[config.mk]
export PLATFORM = sky130hd
export DESIGN_NAME = biquad_cascade_two_stage
export DESIGN_NICKNAME = d
export VERILOG_FILES = /design/src/rtl/core/bqc_pkg.sv /design/src/rtl/core/biquad_cascade_two_stage.sv
export SDC_FILE = /design/constraint.sdc
export NUM_CORES = 1
export LEC_CHECK = 0
export BUFFER_PORTS_ARGS = -buffer_cell sky130_fd_sc_hd__buf_2
export CORE_ASPECT_RATIO = 1.5
export CORE_MARGIN = 2
export CORE_UTILIZATION = 31
export DETAILED_ROUTE_END_ITERATION = 10
export GPL_TIMING_DRIVEN = 0
export HOLD_SLACK_MARGIN = 0.1
export PLACE_DENSITY = 0.49
export SYNTH_ARGS = -nofsm -noshare
export SYNTH_HDL_FRONTEND = slang
export SYNTH_SLANG_ARGS = --single-unit
[constraint.sdc]
create_clock -name clk_i -period 7.3 [get_ports clk_i]
set_input_delay 0.73 -clock clk_i [delete_from_list [all_inputs] [get_ports clk_i]]
set_output_delay 0.73 -clock clk_i [all_outputs]
set_load 0.005 [all_outputs]
[src/rtl/core/bqc_pkg.sv]
// Package for the two-section cascaded biquad filter.
// Holds sample and coefficient widths, register indexes, reset values and sequencer states.
// No dependencies.
package bqc_pkg;

  localparam int unsigned SampleW = 16;
  localparam int unsigned AccW    = 32;
  localparam int unsigned CfgIdxW = 4;
  localparam int unsigned StepW   = 4;

  localparam logic [StepW-1:0] LastStep = StepW'(8);
  localparam logic [StepW-1:0] Sec0Done = StepW'(4);
  localparam logic [StepW-1:0] Sec1Start = StepW'(5);
  localparam logic [StepW-1:0] FirstAdd = StepW'(1);

  localparam logic [CfgIdxW-1:0] IdxFfCoef1 = CfgIdxW'(0);
  localparam logic [CfgIdxW-1:0] IdxFfCoef2 = CfgIdxW'(1);
  localparam logic [CfgIdxW-1:0] IdxFbCoef1 = CfgIdxW'(2);
  localparam logic [CfgIdxW-1:0] IdxFbCoef2 = CfgIdxW'(3);

  localparam logic [SampleW-1:0] RstFfCoef1 = 16'sd128;
  localparam logic [SampleW-1:0] RstFfCoef2 = 16'sd64;
  localparam logic [SampleW-1:0] RstFbCoef1 = 16'sd128;
  localparam logic [SampleW-1:0] RstFbCoef2 = -16'sd64;

  typedef enum logic [2:0] {
    StIdle = 3'b001,
    StMac  = 3'b010,
    StFin  = 3'b100
  } state_e;

endpackage

[src/rtl/core/biquad_cascade_two_stage.sv]
// Two-section cascaded biquad filter, Q8.8 samples, one shared 16x16 multiplier.
// Depends on bqc_pkg.
//
// Each sample passes these phases up to its result being loaded into the
// output register: its transfer in, the multiply-accumulate steps in which
// the single 16x16 multiplier and its registered product feed one 32-bit
// accumulator (eight products, both sections), and a finishing state that
// shifts the delay lines and loads the result.
// Input stall is high after the transfer in until the result is loaded, including
// while a finished result cannot be loaded because the previous one still waits,
// stalled, in the output register. The coefficient port is always ready;
// write it only while the filter is idle.
module biquad_cascade_two_stage import bqc_pkg::*; (
  input  logic                clk_i,
  input  logic                rst_ni,
  input  logic                in_valid_i,
  output logic                in_stall_o,
  input  logic [SampleW-1:0]  sample_in_i,
  output logic                out_valid_o,
  input  logic                out_stall_i,
  output logic [SampleW-1:0]  sample_out_o,
  input  logic                cfg_valid_i,
  output logic                cfg_ready_o,
  input  logic [CfgIdxW-1:0]  cfg_index_i,
  input  logic [SampleW-1:0]  cfg_data_i
);

  state_e state_q, state_d;
  logic [StepW-1:0]   cnt_q, cnt_d;
  logic [SampleW-1:0] ff1_q, ff2_q, fb1_q, fb2_q;
  logic [SampleW-1:0] in_h_q  [4];
  logic [SampleW-1:0] out_h_q [4];
  logic [SampleW-1:0] x_q, y0_q;
  logic [AccW-1:0]    prod_q, acc_q, acc_d;
  logic [SampleW-1:0] out_q;
  logic               out_valid_q;

  logic               in_xfer, out_free, fin_load;
  logic [SampleW-1:0] mul_a, mul_b;
  logic signed [AccW-1:0] prod_full;
  logic [1:0]         base;

  assign in_stall_o   = (state_q != StIdle);
  assign in_xfer      = in_valid_i && !in_stall_o;
  assign out_free     = !out_valid_q || !out_stall_i;
  assign fin_load     = (state_q == StFin) && out_free;
  assign out_valid_o  = out_valid_q;
  assign sample_out_o = out_q;
  assign cfg_ready_o  = 1'b1;

  // operand select: cnt[2] picks the section, cnt[1:0] the tap
  assign base = {cnt_q[2], 1'b0};
  always_comb begin
    unique case (cnt_q[1:0])
      2'd0: begin mul_a = ff1_q; mul_b = in_h_q[base];         end
      2'd1: begin mul_a = ff2_q; mul_b = in_h_q[base | 2'd1];  end
      2'd2: begin mul_a = fb1_q; mul_b = out_h_q[base];        end
      default: begin mul_a = fb2_q; mul_b = out_h_q[base | 2'd1]; end
    endcase
  end

  assign prod_full = $signed(mul_a) * $signed(mul_b);

  always_comb begin
    state_d = state_q;
    cnt_d   = cnt_q;
    acc_d   = acc_q;
    unique case (state_q)
      StIdle: begin
        if (in_xfer) begin
          state_d = StMac;
          cnt_d   = '0;
        end
      end
      StMac: begin
        if (cnt_q == FirstAdd || cnt_q == Sec1Start) acc_d = prod_q;
        else if (cnt_q != '0)                        acc_d = acc_q + prod_q;
        if (cnt_q == LastStep) state_d = StFin;
        else                   cnt_d   = cnt_q + StepW'(1);
      end
      StFin: begin
        if (out_free) state_d = StIdle;
      end
      default: state_d = StIdle;
    endcase
  end

  always_ff @(posedge clk_i or negedge rst_ni) begin
    if (!rst_ni) begin
      state_q     <= StIdle;
      cnt_q       <= '0;
      out_valid_q <= 1'b0;
      ff1_q       <= RstFfCoef1;
      ff2_q       <= RstFfCoef2;
      fb1_q       <= RstFbCoef1;
      fb2_q       <= RstFbCoef2;
      for (int i = 0; i < 4; i++) begin
        in_h_q[i]  <= '0;
        out_h_q[i] <= '0;
      end
    end else begin
      state_q <= state_d;
      cnt_q   <= cnt_d;
      if (fin_load)         out_valid_q <= 1'b1;
      else if (!out_stall_i) out_valid_q <= 1'b0;
      if (cfg_valid_i && cfg_ready_o) begin
        unique case (cfg_index_i)
          IdxFfCoef1: ff1_q <= cfg_data_i;
          IdxFfCoef2: ff2_q <= cfg_data_i;
          IdxFbCoef1: fb1_q <= cfg_data_i;
          IdxFbCoef2: fb2_q <= cfg_data_i;
          default: ;
        endcase
      end
      if (fin_load) begin
        in_h_q[1]  <= in_h_q[0];
        in_h_q[0]  <= x_q;
        out_h_q[1] <= out_h_q[0];
        out_h_q[0] <= y0_q;
        in_h_q[3]  <= in_h_q[2];
        in_h_q[2]  <= y0_q;
        out_h_q[3] <= out_h_q[2];
        out_h_q[2] <= acc_q[8 +: SampleW];
      end
    end
  end

  // datapath, no reset
  always_ff @(posedge clk_i) begin
    if (in_xfer) x_q <= sample_in_i;
    prod_q <= prod_full;
    acc_q  <= acc_d;
    if (state_q == StMac && cnt_q == Sec0Done) y0_q <= acc_d[8 +: SampleW];
    if (fin_load) out_q <= acc_q[8 +: SampleW];
  end

  a_accept_starts: assert property (@(posedge clk_i) disable iff (!rst_ni)
    in_xfer |=> (state_q == StMac) && (cnt_q == '0))
    else $error("transfer in did not start the sequencer");

  a_cnt_bound: assert property (@(posedge clk_i) disable iff (!rst_ni)
    (state_q == StMac) |-> (cnt_q <= LastStep))
    else $error("step counter overran");

  a_fin_holds: assert property (@(posedge clk_i) disable iff (!rst_ni)
    (state_q == StFin) && out_valid_q && out_stall_i |=> (state_q == StFin))
    else $error("result dropped while output register was full");

  a_load_valid: assert property (@(posedge clk_i) disable iff (!rst_ni)
    fin_load |=> out_valid_q && (state_q == StIdle))
    else $error("result not presented after load");

endmodule
==> metrics.md <==
| Metric | Value |
|---|---|
| Routed Wire Length | `56.94 mm` |
| Clock latency reported for the late side of the worst-skew pair | `0.56 ns` |
| Clock transition time at the flip-flop clock pins of the worst setup and hold paths | `0.07 ns` |
| Area share of the leading cell type in the synthesized netlist | `0.2008` |
| Final nets | `2,444` |
| Most area-hungry cell type in the Yosys netlist | `dfrtp_1` |
| Max Root-Sink Buffers | `3` |
| Total GRT Usage | `0.1776` |
| CTS tree | `done` |
| Worst Hold Class | `in2reg` |
| Vias per inst | `4.921` |
| Final hold violations | `0` |
| Max stage delay cell, worst path | `fa_2` |
| Fillcell total | `6,082` |
| N_diodes | `0` |
| I/O pin cnt | `60` |
| First-pass detailed-route iteration total | `7` |
| Top cells by area in the synthesized netlist | `dfrtp_1 (20%), fa_1 (20%), edfxtp_1 (8.8%)` |
| Commonest non-fill, non-tap cells in the layout | `nand2_1 (389), inv_1 (260), fa_1 (181)` |
| Number of clock sinks | `264` |
| Layout cells sized above 1 | `0.1861` |
| Clock skew after layout | `0.03347 ns` |
| Prevailing post-synth register cell | `dfrtp_1` |
| Highest metal used | `met4` |
| Final GP Congestion | `0.8908` |
| Final Instance Area | `0.02272 mm2` |
| Syn avg cell area | `9.748 um2` |
| Post-detailed-route wirelength per cell | `19.47 um` |
| Min cycle time layout | `7.209 ns` |
| Initial Utilization | `0.3134` |
| Routed length on met2 | `31.15 mm` |
| CTS Buf Count | `24` |
| Worst path required time | `7.74 ns` |
| Residual overflow from global routing | `0` |
| Netlist Area Pre-Place | `0.01919 mm2` |
| Mapped Cells | `1,969` |
| Most frequent cell on the critical path | `fa_1` |
| Die Area | `0.06396 mm2` |
| Cell at the root of the clock tree | `clkbuf_16` |
| Maximum net fanout on the critical path | `10` |
| Register bit total from synthesis | `264` |
| Number of synthesized flops with an enable pin | `56` |
| R2R Path Start | `cnt_q[0]$_DFFE_PN0P_` |
| Max-slew violation count | `0` |
| Synth warn | `0` |
| Horizontal die dimension | `207.2 um` |
| Die extent in y | `308.8 um` |
| Buffers on Ports | `58` |
| Status | `completed` |
| Vias in the first global route | `15,260` |
| Fraction of synthesis flops using an asynchronous set or reset pin | `0.6364` |
| Endpoint of the lowest-slack register-to-register path | `prod_q[23]$_DFF_P_` |
| Reg2reg path depth | `29` |
| Startpoint kind of the worst setup timing path | `register` |
| Worst hold stages | `1` |
| Placement row count | `111` |
| Wire length of the first global-routing pass | `88.18 mm` |
| Post-DP Area | `0.02054 mm2` |
| Kind of critical path | `reg2reg` |
| Starting DRC count in detailed routing | `858` |
| Post-synthesis net count | `2,298` |
| Max frequency | `138.7 MHz` |
| Total via count in the routed design | `14,390` |
| Worst stage delay on the critical path | `0.57 ns` |
| Post-Route M1 WL | `20.99 mm` |
| Endpoint, Worst Hold | `x_q[6]$_DFFE_PP_` |
| Most common library cell in the layout ignoring fill and taps | `nand2_1` |
| Slew at the pin closest to its max-slew limit | `1.232 ns` |
| Count of unique library cells instantiated by Yosys | `73` |
| Post-detail-place hpwl | `44.95 mm` |
| Share of the core filled with cells | `0.3710` |
| Antenna viol nets, final | `0` |
| Synthesis-to-layout area growth | `18.38%` |
| Register area share after synthesis | `0.3493` |
| Met3 wire length | `1.562 mm` |
| H-Tree Level Count | `1` |
| Number of maximum-capacitance violations | `0` |
| Pin count of the biggest net entering global routing | `113` |
| Slew headroom | `0.1722` |
| Critical Path AT | `7.65 ns` |
| DRC | `0` |
| Register-to-register setup slack | `0.09 ns` |
| Final period util | `0.9876` |
| # setup viols final | `0` |
| Crit end category | `register` |
| Min-Delay Startpoint | `sample_in_i[6]` |
| Setup repair after global routing missed its margin | `yes` |
| Core footprint | `0.06125 mm2` |
| Number of antenna violations at the first check in global routing | `0` |
[cells in the mapped netlist (all sizes together) (25+ instances only)]
master / n
nand2: 390
inv: 268
fa: 188
nor2: 181
dfrtp: 154
ha: 100
mux2: 76
o21ai: 59
clkbuf: 58
edfxtp: 56
xnor2: 41
dfxtp: 40
a21oi: 31
a222oi: 25
a22oi: 25
[critical path: cells and delay by family, from the launching register on]
family / cells / cell delay [ns]
compound gates: 6 / 1.06
fa+ha+maj: 8 / 3.38
simple gates: 3 / 0.51
buf+inv: 10 / 1.16
xor+xnor: 1 / 0.15
mux: 1 / 0.38
flops: 1 / 0.44
[worst max path at each step]
stage / startpoint / endpoint / slack (ns) / depth (start not counted)
after global routing: cnt_q[0]$_DFFE_PN0P_ / prod_q[23]$_DFF_P_ / -0.16 / 31
final: cnt_q[0]$_DFFE_PN0P_ / prod_q[23]$_DFF_P_ / 0.09 / 29
after floorplan: cnt_q[0]$_DFFE_PN0P_ / prod_q[23]$_DFF_P_ / 0.007 / 30
after CTS: cnt_q[0]$_DFFE_PN0P_ / prod_q[22]$_DFF_P_ / 0.002 / 30
after detailed placement: cnt_q[0]$_DFFE_PN0P_ / prod_q[23]$_DFF_P_ / -2.31 / 30
after global placement: cnt_q[0]$_DFFE_PN0P_ / prod_q[23]$_DFF_P_ / -2.30 / 30
[kinds of logic after synthesis]
| group | count (synthesis) | synth area share |
|---|---|---|
| multiplexers | 100 | 0.05991 |
| adder cells (fa/ha/maj) | 288 | 0.2613 |
| AO/OA/AOI/OAI | 238 | 0.08709 |
| XOR/XNOR | 53 | 0.02497 |
| other | 1 | 0.0001954 |
| AND/OR/NAND/NOR | 674 | 0.1462 |
| flip-flops | 264 | 0.3493 |
| buffers and inverters | 351 | 0.07106 |
[layout make-up]
class / instances / area, um2 / share of cell area
inverter: 269 / 1015 / 0.04466
tap: 791 / 989.7 / 0.04356
clock inverter: 13 / 138.9 / 0.006113
clock buffer: 31 / 678.2 / 0.02985
buffer: 80 / 630.6 / 0.02775
sequential: 264 / 6706 / 0.2952
timing repair buffer: 122 / 984.7 / 0.04334
multi-input combinational: 1354 / 11580 / 0.5096
[flip-flops by register name (all words and copies together), names as in the netlist, 3 cells and up]
name	flops
out_h_q	64
in_h_q	32
acc_q	24
prod_q	24
fb1_q	16
fb2_q	16
ff1_q	16
ff2_q	16
sample_out_o	16
x_q	16
y0_q	16
cnt_q	4
state_q	3
[metrics by stage]
stage	setup TNS [ns]	hold slack [ns]	instances	setup WS, ns
floorplan	0	0.4146	1969	0.006701
detailed placement	-20.97	0.4263	2820	-2.307
global route	-0.3636	0.3365	2924	-0.1602
finish	0	0.3437	2924	0.09081
CTS	0	0.3317	2904	0.002011
global placement	-20.93	0.4216	2818	-2.295
[repair_timing]
action	in CTS	in global routing
cloned	0	6
hold endpoints to repair	20	0
hold buffers	1	0
setup buffers	40	15
gates resized for setup	162	41
pin swaps	31	29
endpoints found under the setup margin	17	6
[layer usage]
metal / up-vias / GRT usage
met4: 0 / 0.09518
li1: 6658 / -
met1: 7316 / 0.1921
met2: 297 / 0.3425
met3: 119 / 0.01330
met5: - / 0
Power is not shown: default switching activity piles up to over one toggle a cycle in this logic, so the estimate is an artifact.
